## src/hdl/sqt_pkg.sv

```systemverilog
// Shared types, token kind codes and keyword lookup for the query tokenizer.
// No dependencies.
package sqt_pkg;

   typedef enum logic [2:0] {
      MODE_IDLE, MODE_WORD, MODE_INT, MODE_DOT, MODE_FRAC, MODE_STR, MODE_ESC, MODE_OPER
   } mode_type;

   localparam logic [5:0] KIND_END     = 6'd0;
   localparam logic [5:0] KIND_UNKNOWN = 6'd1;
   localparam logic [5:0] KIND_KW0     = 6'd2;
   localparam logic [5:0] KIND_IDENT   = 6'd39;
   localparam logic [5:0] KIND_INT     = 6'd40;
   localparam logic [5:0] KIND_DEC     = 6'd41;
   localparam logic [5:0] KIND_STR     = 6'd42;
   localparam logic [5:0] KIND_EQ      = 6'd43;
   localparam logic [5:0] KIND_NE      = 6'd44;
   localparam logic [5:0] KIND_LT      = 6'd45;
   localparam logic [5:0] KIND_LE      = 6'd46;
   localparam logic [5:0] KIND_GT      = 6'd47;
   localparam logic [5:0] KIND_GE      = 6'd48;
   localparam logic [5:0] KIND_STAR    = 6'd49;
   localparam logic [5:0] KIND_LPAREN  = 6'd50;
   localparam logic [5:0] KIND_RPAREN  = 6'd51;
   localparam logic [5:0] KIND_COMMA   = 6'd52;
   localparam logic [5:0] KIND_SEMI    = 6'd53;
   localparam logic [5:0] KIND_MINUS   = 6'd54;

   // Held operator byte while waiting for a possible '='.
   localparam logic [1:0] OPER_NONE    = 2'd0;
   localparam logic [1:0] OPER_BANG    = 2'd1;
   localparam logic [1:0] OPER_LESS    = 2'd2;
   localparam logic [1:0] OPER_GREATER = 2'd3;

   // Which position a result item reports.
   localparam logic [1:0] POS_TOKEN   = 2'd0;
   localparam logic [1:0] POS_DOT     = 2'd1;
   localparam logic [1:0] POS_CURRENT = 2'd2;

   localparam int KW_COUNT = 37;
   localparam int KW_MAXLEN = 9;

   // Keywords packed first character in the top byte, zero padded.
   typedef logic [8*KW_MAXLEN-1:0] kw_text_type;

   // Result item carried from the front to the back through the queue.
   typedef struct packed {
      logic [7:0] ch;
      logic       valid;
      logic       last;
      logic [5:0] kind;
      logic       err;
      logic       use_pos;   // 1: take line/column from pos fields
      logic [1:0] pos_sel;   // token start, dot or current position
   } item_type;

   function automatic kw_text_type kw_text(input int idx);
      case (idx)
         0: kw_text = {"CREATE", 24'h0};   1: kw_text = {"DROP", 40'h0};
         2: kw_text = {"DESCRIBE", 8'h0};  3: kw_text = {"TABLE", 32'h0};
         4: kw_text = {"INSERT", 24'h0};   5: kw_text = {"INTO", 40'h0};
         6: kw_text = {"VALUES", 24'h0};   7: kw_text = {"UPDATE", 24'h0};
         8: kw_text = {"SET", 48'h0};      9: kw_text = {"DELETE", 24'h0};
         10: kw_text = {"SELECT", 24'h0};  11: kw_text = {"FROM", 40'h0};
         12: kw_text = {"WHERE", 32'h0};   13: kw_text = {"ORDER", 32'h0};
         14: kw_text = {"BY", 56'h0};      15: kw_text = {"LIMIT", 32'h0};
         16: kw_text = {"ASC", 48'h0};     17: kw_text = {"DESC", 40'h0};
         18: kw_text = {"AND", 48'h0};     19: kw_text = {"PRIMARY", 16'h0};
         20: kw_text = {"KEY", 48'h0};     21: kw_text = {"INT", 48'h0};
         22: kw_text = {"FLOAT", 32'h0};   23: kw_text = {"STRING", 24'h0};
         24: kw_text = {"BOOL", 40'h0};    25: kw_text = {"SEMANTIC", 8'h0};
         26: kw_text = {"AS", 56'h0};      27: kw_text = {"OF", 56'h0};
         28: kw_text = {"BETWEEN", 16'h0}; 29: kw_text = {"SNAPSHOT", 8'h0};
         30: kw_text = {"COMPARE", 16'h0}; 31: kw_text = {"EVOLUTION"};
         32: kw_text = {"HISTORY", 16'h0}; 33: kw_text = {"ROLLBACK", 8'h0};
         34: kw_text = {"TO", 56'h0};      35: kw_text = {"COMPACT", 16'h0};
         default: kw_text = {"SIMILAR", 16'h0};
      endcase
   endfunction

   function automatic logic [3:0] kw_len(input int idx);
      kw_text_type t;
      logic [3:0]  n;
      t = kw_text(idx);
      n = 4'd0;
      for (int i = 0; i < KW_MAXLEN; i++)
         if (t[8*(KW_MAXLEN-1-i) +: 8] != 8'h0) n = 4'(i + 1);
      return n;
   endfunction

endpackage

```

## src/hdl/sqt_front.sv

```systemverilog
// Front end: accepts bytes, runs the lexer state machine and writes up to three
// result items per byte into the queue. Depends on sqt_pkg.
module sqt_front import sqt_pkg::*; #(
   parameter int MAX_KEYWORD_LEN = 9,
   parameter int POS_WIDTH = 16
) (
   input  logic                 clock,
   input  logic                 reset,
   input  logic                 in_valid,
   output logic                 in_ready,
   input  logic [7:0]           in_char,
   input  logic                 in_end,
   input  logic                 q_room,     // queue can take three items
   output logic [1:0]           q_count,
   output item_type             q_item [3],
   output logic [POS_WIDTH-1:0] q_line [3],
   output logic [POS_WIDTH-1:0] q_col [3]
);

   localparam logic [POS_WIDTH-1:0] POS_MAX = '1;
   localparam logic [POS_WIDTH-1:0] POS_ONE = POS_WIDTH'(1);
   localparam int LW = $clog2(MAX_KEYWORD_LEN + 2);

   mode_type mode_ff, mode_in;
   logic quote_ff, quote_in;
   logic [1:0] oper_ff, oper_in;
   logic [7:0] kbuf_ff [MAX_KEYWORD_LEN];
   logic [7:0] kbuf_in [MAX_KEYWORD_LEN];
   logic [LW-1:0] wlen_ff, wlen_in;
   logic [POS_WIDTH-1:0] line_ff, line_in, col_ff, col_in;
   logic [POS_WIDTH-1:0] tline_ff, tline_in, tcol_ff, tcol_in, dcol_ff, dcol_in;

   logic fire;
   assign in_ready = q_room;
   assign fire = in_valid && q_room;

   function automatic logic is_digit(input logic [7:0] c);
      return c >= "0" && c <= "9";
   endfunction
   function automatic logic is_alpha(input logic [7:0] c);
      return (c >= "A" && c <= "Z") || (c >= "a" && c <= "z");
   endfunction
   function automatic logic is_wstart(input logic [7:0] c);
      return is_alpha(c) || c == "_";
   endfunction

   // Keyword match against the buffered upper-case word.
   logic [5:0] word_kind;
   always_comb begin
      kw_text_type t;
      logic hit;
      word_kind = KIND_IDENT;
      for (int k = 0; k < KW_COUNT; k++) begin
         t = kw_text(k);
         hit = (LW'(kw_len(k)) == wlen_ff);
         for (int i = 0; i < KW_MAXLEN; i++)
            if (i < int'(kw_len(k)) && kbuf_ff[i] != t[8*(KW_MAXLEN-1-i) +: 8]) hit = 1'b0;
         if (hit) word_kind = KIND_KW0 + 6'(k);
      end
   end

   logic [7:0] oper_char;
   always_comb begin
      case (oper_ff)
         OPER_BANG: oper_char = "!";
         OPER_LESS: oper_char = "<";
         default: oper_char = ">";
      endcase
   end

   always_comb begin
      item_type it [3];
      logic [1:0] n;
      logic start;
      logic [7:0] c, up;
      c = in_char;
      up = (c >= "a" && c <= "z") ? c - 8'd32 : c;
      mode_in = mode_ff; quote_in = quote_ff; oper_in = oper_ff;
      kbuf_in = kbuf_ff; wlen_in = wlen_ff;
      line_in = line_ff; col_in = col_ff;
      tline_in = tline_ff; tcol_in = tcol_ff; dcol_in = dcol_ff;
      for (int i = 0; i < 3; i++) it[i] = '0;
      n = 2'd0;
      start = 1'b0;
      if (in_end) begin
         case (mode_ff)
            MODE_WORD: begin
               it[0] = '{8'h0, 1'b0, 1'b1, word_kind, 1'b0, 1'b0, POS_TOKEN}; n = 2'd1;
            end
            MODE_INT: begin
               it[0] = '{8'h0, 1'b0, 1'b1, KIND_INT, 1'b0, 1'b0, POS_TOKEN}; n = 2'd1;
            end
            MODE_DOT: begin
               it[0] = '{8'h0, 1'b0, 1'b1, KIND_INT, 1'b0, 1'b0, POS_TOKEN};
               it[1] = '{".", 1'b1, 1'b1, KIND_UNKNOWN, 1'b0, 1'b1, POS_DOT};
               n = 2'd2;
            end
            MODE_FRAC: begin
               it[0] = '{8'h0, 1'b0, 1'b1, KIND_DEC, 1'b0, 1'b0, POS_TOKEN}; n = 2'd1;
            end
            MODE_STR, MODE_ESC: begin
               it[0] = '{8'h0, 1'b0, 1'b1, KIND_STR, 1'b1, 1'b0, POS_TOKEN}; n = 2'd1;
            end
            MODE_OPER: begin
               it[0] = '{oper_char, 1'b1, 1'b1, (oper_ff == OPER_BANG) ? KIND_UNKNOWN :
                         (oper_ff == OPER_LESS) ? KIND_LT : KIND_GT, 1'b0, 1'b0, POS_TOKEN};
               n = 2'd1;
            end
            default: ;
         endcase
         it[n] = '{8'h0, 1'b0, 1'b1, KIND_END, 1'b0, 1'b1, POS_CURRENT};
         n = n + 2'd1;
         mode_in = MODE_IDLE; quote_in = 1'b0; oper_in = OPER_NONE;
         for (int i = 0; i < MAX_KEYWORD_LEN; i++) kbuf_in[i] = 8'h0;
         wlen_in = '0;
         line_in = POS_ONE; col_in = POS_ONE;
         tline_in = POS_ONE; tcol_in = POS_ONE; dcol_in = POS_ONE;
      end else begin
         case (mode_ff)
            MODE_WORD: begin
               if (is_wstart(c) || is_digit(c)) begin
                  if (wlen_ff < LW'(MAX_KEYWORD_LEN))
                     kbuf_in[wlen_ff[$clog2(MAX_KEYWORD_LEN)-1:0]] = up;
                  if (wlen_ff <= LW'(MAX_KEYWORD_LEN)) wlen_in = wlen_ff + 1'b1;
                  it[0] = '{c, 1'b1, 1'b0, 6'd0, 1'b0, 1'b0, POS_TOKEN}; n = 2'd1;
               end else begin
                  it[0] = '{8'h0, 1'b0, 1'b1, word_kind, 1'b0, 1'b0, POS_TOKEN}; n = 2'd1;
                  start = 1'b1;
               end
            end
            MODE_INT: begin
               if (is_digit(c)) begin
                  it[0] = '{c, 1'b1, 1'b0, 6'd0, 1'b0, 1'b0, POS_TOKEN}; n = 2'd1;
               end else if (c == ".") begin
                  mode_in = MODE_DOT; dcol_in = col_ff;
               end else begin
                  it[0] = '{8'h0, 1'b0, 1'b1, KIND_INT, 1'b0, 1'b0, POS_TOKEN}; n = 2'd1;
                  start = 1'b1;
               end
            end
            MODE_DOT: begin
               if (is_digit(c)) begin
                  it[0] = '{".", 1'b1, 1'b0, 6'd0, 1'b0, 1'b0, POS_TOKEN};
                  it[1] = '{c, 1'b1, 1'b0, 6'd0, 1'b0, 1'b0, POS_TOKEN};
                  n = 2'd2; mode_in = MODE_FRAC;
               end else begin
                  it[0] = '{8'h0, 1'b0, 1'b1, KIND_INT, 1'b0, 1'b0, POS_TOKEN};
                  it[1] = '{".", 1'b1, 1'b1, KIND_UNKNOWN, 1'b0, 1'b1, POS_DOT};
                  n = 2'd2; start = 1'b1;
               end
            end
            MODE_FRAC: begin
               if (is_digit(c)) begin
                  it[0] = '{c, 1'b1, 1'b0, 6'd0, 1'b0, 1'b0, POS_TOKEN}; n = 2'd1;
               end else begin
                  it[0] = '{8'h0, 1'b0, 1'b1, KIND_DEC, 1'b0, 1'b0, POS_TOKEN}; n = 2'd1;
                  start = 1'b1;
               end
            end
            MODE_STR: begin
               if (c == (quote_ff ? 8'h27 : 8'h22)) begin
                  it[0] = '{8'h0, 1'b0, 1'b1, KIND_STR, 1'b0, 1'b0, POS_TOKEN}; n = 2'd1;
                  mode_in = MODE_IDLE;
               end else if (c == 8'h5c) begin
                  mode_in = MODE_ESC;
               end else begin
                  it[0] = '{c, 1'b1, 1'b0, 6'd0, 1'b0, 1'b0, POS_TOKEN}; n = 2'd1;
               end
            end
            MODE_ESC: begin
               it[0] = '{(c == "n") ? 8'd10 : (c == "t") ? 8'd9 : c,
                         1'b1, 1'b0, 6'd0, 1'b0, 1'b0, POS_TOKEN};
               n = 2'd1; mode_in = MODE_STR;
            end
            MODE_OPER: begin
               if (c == "=") begin
                  it[0] = '{oper_char, 1'b1, 1'b0, 6'd0, 1'b0, 1'b0, POS_TOKEN};
                  it[1] = '{"=", 1'b1, 1'b1, (oper_ff == OPER_BANG) ? KIND_NE :
                            (oper_ff == OPER_LESS) ? KIND_LE : KIND_GE, 1'b0, 1'b0, POS_TOKEN};
                  n = 2'd2; mode_in = MODE_IDLE; oper_in = OPER_NONE;
               end else begin
                  it[0] = '{oper_char, 1'b1, 1'b1, (oper_ff == OPER_BANG) ? KIND_UNKNOWN :
                            (oper_ff == OPER_LESS) ? KIND_LT : KIND_GT, 1'b0, 1'b0, POS_TOKEN};
                  n = 2'd1; start = 1'b1;
               end
            end
            default: start = 1'b1;
         endcase
         if (start) begin
            mode_in = MODE_IDLE; oper_in = OPER_NONE;
            if (!(c == " " || (c >= 8'd9 && c <= 8'd13))) begin
               tline_in = line_ff; tcol_in = col_ff;
               // The new token may be emitted in this same step, so it uses the
               // current position directly.
               if (is_wstart(c)) begin
                  mode_in = MODE_WORD;
                  for (int i = 0; i < MAX_KEYWORD_LEN; i++) kbuf_in[i] = kbuf_ff[i];
                  kbuf_in[0] = up;
                  wlen_in = LW'(1);
                  it[n] = '{c, 1'b1, 1'b0, 6'd0, 1'b0, 1'b1, POS_CURRENT}; n = n + 2'd1;
               end else if (is_digit(c)) begin
                  mode_in = MODE_INT;
                  it[n] = '{c, 1'b1, 1'b0, 6'd0, 1'b0, 1'b1, POS_CURRENT}; n = n + 2'd1;
               end else if (c == 8'h22 || c == 8'h27) begin
                  mode_in = MODE_STR; quote_in = (c == 8'h27);
               end else if (c == "=") begin
                  it[n] = '{c, 1'b1, 1'b1, KIND_EQ, 1'b0, 1'b1, POS_CURRENT}; n = n + 2'd1;
               end else if (c == "!" || c == "<" || c == ">") begin
                  mode_in = MODE_OPER;
                  oper_in = (c == "!") ? OPER_BANG : (c == "<") ? OPER_LESS : OPER_GREATER;
               end else begin
                  logic [5:0] sk;
                  case (c)
                     "*": sk = KIND_STAR;
                     "(": sk = KIND_LPAREN;
                     ")": sk = KIND_RPAREN;
                     ",": sk = KIND_COMMA;
                     ";": sk = KIND_SEMI;
                     "-": sk = KIND_MINUS;
                     default: sk = KIND_UNKNOWN;
                  endcase
                  it[n] = '{c, 1'b1, 1'b1, sk, 1'b0, 1'b1, POS_CURRENT}; n = n + 2'd1;
               end
            end
         end
         if (c == 8'd10) begin
            if (line_ff != POS_MAX) line_in = line_ff + 1'b1;
            col_in = POS_ONE;
         end else if (col_ff != POS_MAX) begin
            col_in = col_ff + 1'b1;
         end
      end
      q_count = fire ? n : 2'd0;
      for (int i = 0; i < 3; i++) begin
         q_item[i] = it[i];
         q_item[i].use_pos = 1'b1;
         q_item[i].pos_sel = POS_TOKEN;
         q_line[i] = tline_ff;
         q_col[i] = tcol_ff;
         if (it[i].use_pos) begin
            case (it[i].pos_sel)
               POS_DOT: begin q_line[i] = line_ff; q_col[i] = dcol_ff; end
               default: begin q_line[i] = line_ff; q_col[i] = col_ff; end
            endcase
         end
      end
   end

   always_ff @(posedge clock) begin
      if (reset) begin
         mode_ff <= MODE_IDLE; quote_ff <= 1'b0; oper_ff <= OPER_NONE;
         for (int i = 0; i < MAX_KEYWORD_LEN; i++) kbuf_ff[i] <= 8'h0;
         wlen_ff <= '0;
         line_ff <= POS_ONE; col_ff <= POS_ONE;
         tline_ff <= POS_ONE; tcol_ff <= POS_ONE; dcol_ff <= POS_ONE;
      end else if (fire) begin
         mode_ff <= mode_in; quote_ff <= quote_in; oper_ff <= oper_in;
         kbuf_ff <= kbuf_in; wlen_ff <= wlen_in;
         line_ff <= line_in; col_ff <= col_in;
         tline_ff <= tline_in; tcol_ff <= tcol_in; dcol_ff <= dcol_in;
      end
   end

   assert property (@(posedge clock) disable iff (reset)
      fire && in_end |=> mode_ff == MODE_IDLE && line_ff == POS_ONE)
      else $error("end of input did not restore the scanner");
   assert property (@(posedge clock) disable iff (reset)
      fire && in_end |-> q_count != 2'd0)
      else $error("end of input produced no end token");
   assert property (@(posedge clock) disable iff (reset)
      wlen_ff <= LW'(MAX_KEYWORD_LEN + 1))
      else $error("word length ran past its limit");

endmodule

```

## src/hdl/sqt_queue.sv

```systemverilog
// Result queue between the lexer front end and the output port. Takes up to
// three items per cycle and hands out one. Depends on sqt_pkg.
module sqt_queue import sqt_pkg::*; #(
   parameter int POS_WIDTH = 16
) (
   input  logic                 clock,
   input  logic                 reset,
   input  logic [1:0]           wr_count,
   input  item_type             wr_item [3],
   input  logic [POS_WIDTH-1:0] wr_line [3],
   input  logic [POS_WIDTH-1:0] wr_col [3],
   output logic                 room,
   output logic                 out_valid,
   input  logic                 out_ready,
   output item_type             out_item,
   output logic [POS_WIDTH-1:0] out_line,
   output logic [POS_WIDTH-1:0] out_col
);

   localparam int DEPTH = 8;
   localparam int AW = 3;

   item_type             item_ff [DEPTH];
   logic [POS_WIDTH-1:0] line_ff [DEPTH];
   logic [POS_WIDTH-1:0] col_ff [DEPTH];
   logic [AW-1:0] rd_ff, wr_ff;
   logic [AW:0]   cnt_ff, cnt_in;
   logic pop;

   assign out_valid = cnt_ff != '0;
   assign pop = out_valid && out_ready;
   // Room for a worst-case byte whatever the reader does this cycle.
   assign room = cnt_ff <= (AW+1)'(DEPTH - 3);
   assign out_item = item_ff[rd_ff];
   assign out_line = line_ff[rd_ff];
   assign out_col = col_ff[rd_ff];
   assign cnt_in = cnt_ff + (AW+1)'(wr_count) - (AW+1)'(pop);

   always_ff @(posedge clock) begin
      for (int i = 0; i < 3; i++)
         if (2'(i) < wr_count) begin
            item_ff[wr_ff + AW'(i)] <= wr_item[i];
            line_ff[wr_ff + AW'(i)] <= wr_line[i];
            col_ff[wr_ff + AW'(i)] <= wr_col[i];
         end
      if (reset) begin
         rd_ff <= '0; wr_ff <= '0; cnt_ff <= '0;
      end else begin
         wr_ff <= wr_ff + AW'(wr_count);
         rd_ff <= rd_ff + AW'(pop);
         cnt_ff <= cnt_in;
      end
   end

   assert property (@(posedge clock) disable iff (reset) cnt_ff <= (AW+1)'(DEPTH))
      else $error("result queue overflow");
   assert property (@(posedge clock) disable iff (reset)
      out_valid && !out_ready && wr_count == 2'd0 |=> out_valid && $stable(out_item))
      else $error("stalled result changed");
   assert property (@(posedge clock) disable iff (reset) wr_count != 2'd0 |-> room)
      else $error("result queue written without room");

endmodule

```

## src/hdl/sql_query_tokenizer_top.sv

```systemverilog
// Channel  Direction  Payload
// req_     in         tdata: in_char; tlast: end_of_input
// rsp_     out        tdata: value_char, start_line, start_column; tlast: last_of_token;
//                     tuser: char_valid, token_kind, unterminated_error
// One byte is accepted per cycle while req_tready is high; a byte that yields
// up to three result items enters the eight-entry result queue at its accepting
// edge, and its first item is offered once the queued items ahead of it are taken.
// The output drains one item per cycle while rsp_tready is high.
// req_tready drops when fewer than three queue entries are free.
// Synchronous active-high reset returns the scanner to line 1, column 1.
// Depends on sqt_pkg, sqt_front and sqt_queue.
module sql_query_tokenizer_top import sqt_pkg::*; #(
   parameter int MAX_KEYWORD_LEN = 9,
   parameter int POS_WIDTH = 16
) (
   input  logic                                 clock,
   input  logic                                 reset,
   input  logic                                 req_tvalid,
   output logic                                 req_tready,
   input  logic [7:0]                           req_tdata,   // in_char
   input  logic                                 req_tlast,   // end_of_input
   output logic                                 rsp_tvalid,
   input  logic                                 rsp_tready,
   // value_char, start_line, start_column, zero fill
   output logic [((2*POS_WIDTH+15)/8)*8-1:0]    rsp_tdata,
   output logic                                 rsp_tlast,   // last_of_token
   // char_valid, token_kind, unterminated_error
   output logic [7:0]                           rsp_tuser
);

   localparam int TDATA_W = ((2*POS_WIDTH+15)/8)*8;

   logic [1:0] q_count;
   item_type q_item [3];
   logic [POS_WIDTH-1:0] q_line [3], q_col [3];
   logic room;
   item_type o_item;
   logic [POS_WIDTH-1:0] o_line, o_col;

   sqt_front #(.MAX_KEYWORD_LEN(MAX_KEYWORD_LEN), .POS_WIDTH(POS_WIDTH)) u_front (
      .clock(clock), .reset(reset), .in_valid(req_tvalid), .in_ready(req_tready),
      .in_char(req_tdata), .in_end(req_tlast), .q_room(room), .q_count(q_count),
      .q_item(q_item), .q_line(q_line), .q_col(q_col)
   );

   sqt_queue #(.POS_WIDTH(POS_WIDTH)) u_queue (
      .clock(clock), .reset(reset), .wr_count(q_count), .wr_item(q_item),
      .wr_line(q_line), .wr_col(q_col), .room(room), .out_valid(rsp_tvalid),
      .out_ready(rsp_tready), .out_item(o_item), .out_line(o_line), .out_col(o_col)
   );

   assign rsp_tdata = TDATA_W'({o_col, o_line, o_item.ch});
   assign rsp_tlast = o_item.last;
   assign rsp_tuser = {o_item.err, o_item.kind, o_item.valid};

endmodule

```

## config.mk

```make
export PLATFORM = sky130hd
export DESIGN_NAME = sql_query_tokenizer_top
export DESIGN_NICKNAME = d
export VERILOG_FILES = /design/src/hdl/sqt_pkg.sv /design/src/hdl/sqt_front.sv /design/src/hdl/sqt_queue.sv /design/src/hdl/sql_query_tokenizer_top.sv
export SDC_FILE = /design/constraint.sdc
export NUM_CORES = 2
export LEC_CHECK = 0
export BUFFER_PORTS_ARGS = -buffer_cell sky130_fd_sc_hd__buf_2
export CAP_MARGIN = 20
export CORE_MARGIN = 3
export CORE_UTILIZATION = 55
export DETAILED_ROUTE_END_ITERATION = 10
export MAX_ROUTING_LAYER = met4
export PLACE_DENSITY = 0.77
export SYNTH_ARGS = -nofsm -noshare
export SYNTH_HDL_FRONTEND = slang
export SYNTH_SLANG_ARGS = --single-unit
```

## constraint.sdc

```tcl
create_clock -name clock -period 10.3 [get_ports clock]
set_input_delay 0 -clock clock [delete_from_list [all_inputs] [get_ports clock]]
set_output_delay 0 -clock clock [all_outputs]
set_load 0.01 [all_outputs]
```

==> run_results.csv <==
group,metric,value,unit
clocking,cts_tree,"yes",
critical_path,cp.arrival,7.24,ns
timing,slew_headroom,18.9,%
critical_path,cp-start-kind,"input port",
finish,stdcell_area,36100,sq um
clocking,root_buffer,"clkbuf_16",
logic_synthesis,syn_nets,3240,
logic_synthesis,ys_seq_area_share,46.0,%
die,fp-row-count,89,
clocking,insertion_delay,0.66,ns
placed_design,place_congestion,1.01,
clocking,htreeDepth,2,
logic_synthesis,syn_inst,3196,
logic_synthesis,ys_seq_elements,564,
detailed_routing,routed_wl,123000,um
timing,fin_tns_setup,0,ns
detailed_routing,via_per_inst,7.62,
timing,fin_worst_skew,0.0528,ns
logic_synthesis,async_flop_share,0,%
critical_path,worstPathRequired,10.61,ns
logic_synthesis,synth_cell_types,99,
placed_design,place_ws,3.59,ns
die,die_h,251,um
power,pwr_density_cell,170,nW/um^2
logic_synthesis,yosysTopAreaCellShare,35.6,%
detailed_routing,ant_nets,0,
finish,final_common_cell,"edfxtp_1",
logic_synthesis,synth_area_per_cell,10.4,sq um
critical_path,crit_type,"input port to flip-flop",
global_route,grt_pass1_vias,29200,
detailed_routing,vias,30200,
die,coreArea,59200,sq um
global_route,antenna_found_initial,1,
clocking,cts_made_buffers,58,
clocking,numClockSinks,564,
timing,fin_ws,3.37,ns
logic_synthesis,synth_top_area_cell,"edfxtp_1",
timing,rsz0062_at_grt,"no",
clocking,cts_buffer_depth,3,
logic_synthesis,ys_warn_count,0,
placed_design,placed_cell_area,34100,sq um
clocking,cts_resized,0,
die,start_util,55.9,%
global_route,grt_pass1_wl,182000,um
logic_synthesis,synth_enable_flop_cells,392,
detailed_routing,dr.pass1.iters,8,
finish,fillCellCount,4742,
status,outcome,"finished clean",
timing,maxSlewViolCount,0,
power,leakagePower,11.4,nW
logic_synthesis,synth.area.top_cells,"edfxtp_1 36%, dfxtp_1 10%, mux4_2 6.7%",
critical_path,critPathCaptureType,"flip-flop",
die,dieArea,63200,sq um
detailed_routing,drtIter0Drc,4369,
die,fp.dieW,251,um
global_route,track_usage,39.0,%
placed_design,port-buffer-count,63,
timing,fin_crit_sh,67.3,%
timing,worst_pin_slew,1.22,ns
power,fin_total_pwr,6.13,mW
finish,area_delta_synth_final,8.92,%
finish,drive_gt1_share,15.5,%
clocking,post_cts_buffers,0,
logic_synthesis,synthesis.area,33100,sq um
clocking,ctsHoldBuffers,7,
timing,finalSetupViolCount,0,
detailed_routing,wl_per_cell,31.0,um
min_path,hp-class,"input port to flip-flop",
timing,fin_crit,6.93,ns
finish,layout_common_cells,"392 x edfxtp_1, 377 x nand2_1, 320 x nor2_1",
critical_path,crit_fanout,45,
placed_design,dp_hpwl,79200,um
clocking,cts.clk_slew.worst_paths,0.06,ns
timing,fmax,0.144,GHz
die,pin_count,64,
timing,hold_viol,0,
power,vdd_drop_max,141,uV
logic_synthesis,synth_ff_type,"edfxtp_1",
job,maxCapViolCount,0,
finish,fin_nets,3181,
detailed_routing,drcViolationCount,0,
global_route,grt_start_max_net_pins,79,
global_route,gr-total-overflow,0,
-- sequential cells by signal, indices dropped and copies added, names as in the netlist, 16 cells and up --
signal and flops:
u_queue.col_ff 128, u_front.tcol_ff 16, u_front.line_ff 16, u_queue.item_ff 136, u_queue.line_ff 128, u_front.tline_ff 16
u_front.col_ff 16, u_front.dcol_ff 16, u_front.kbuf_ff 72
-- synthesized netlist by cell type, drive strengths merged (22+ instances only) --
library cell    n
nand3         122
o221ai        237
and2           24
clkbuf        185
a22oi          71
edfxtp        392
nor4b          28
dfxtp         172
ha             29
mux2i          99
mux2           65
nand2         381
nor3           62
nand4          54
nor2          325
nor4           39
and3           24
inv            39
mux4           98
a2bb2oi        35
nor2b          38
nor3b          23
nand2b         22
a221oi         91
buf            91
o21ai         115
a21oi          92
-- routing by layer --
layer / vias up / track usage [%] / share of wire [%]
li1: 12400 / - / -
met1: 14500 / 48.8 / 35
met2: 2610 / 58.7 / 45
met4: 0 / 22.1 / 6.3
met5: - / - / 0
met3: 594 / 9.06 / 13
-- critical path, stage by stage --
cell and delay (ns):
dlygate4sd3_1 0.52, buf_2 0.45, nor4bb_2 0.44, nand2_1 0.43
a32o_1 0.41, nor2_2 0.34, ha_1 0.34, nor4_1 0.19
nor4b_1 0.10, a311oi_1 0.65, nor3_4 0.23, inv_2 0.29
or3_2 0.17, buf_4 0.54, and2_1 1.05, o21ai_4 0.55
buf_4 0.48
-- cells by family (layout without fill, tap and decap cells) --
logic type                 Yosys count  after routing  share of synthesized area (%)
and+or+nand+nor                   1235           1235                           18.8
xor gates and xnor gates            27             27                          0.714
buffers and inverters              316            306                           3.92
other                                0              1                              0
adders and majority gates           32             32                           1.25
muxes                              262            262                           11.9
DFF                                564            564                           46.0
AOI/OAI and AO/OA                  760            760                           17.4
-- stage by stage --
| step | utilization, % | hold slack [ns] | instances |
|---|---|---|---|
| detailed placement | 57.5 | 0.409 | 3841 |
| CTS | 60.8 | 0.0995 | 3957 |
| global placement | 57.4 | 0.400 | 3837 |
| finish | 60.9 | 0.140 | 3960 |
| floorplan | - | 0.365 | 3196 |
| global route | 60.9 | 0.152 | 3960 |
-- area by class of cell --
cell class	count	area (sq um)	area share, %
Timing Repair Buffer	157	1030	2.85
Clock inverter	22	200	0.555
Tap cell	773	967	2.68
Clock buffer	87	1720	4.76
Antenna cell	1	2.50	0.00694
Multi-Input combinational cell	2316	16800	46.5
Inverter	40	150	0.416
Sequential cell	564	15200	42.2
-- worst paths after layout --
| kind | from | slack [ns] | depth (start not counted) | to |
|---|---|---|---|---|
| max | req_tdata[4] | 3.37 | 17 | u_queue.item_ff[3][9]$_DFFE_PP_ |
| min reg2reg | u_front.kbuf_ff[54]$_SDFFE_PP0P_ | 0.49 | 2 | u_front.kbuf_ff[54]$_SDFFE_PP0P_ |
| max reg2reg | u_front.mode_ff[0]$_SDFFE_PP0P_ | 3.44 | 15 | u_queue.item_ff[3][9]$_DFFE_PP_ |
| min | req_tvalid | 0.14 | 5 | u_front.tline_ff[0]$_SDFFE_PP1P_ |
-- power breakdown --
| part | internal, mW | leakage, nW | switching (mW) | total, mW |
|---|---|---|---|---|
| clock | 1.20 | 0.945 | 0.927 | 2.13 |
| combinational | 0.574 | 5.50 | 0.758 | 1.33 |
| sequential | 2.57 | 4.95 | 0.104 | 2.67 |
Power figures use the tool's default switching activity.
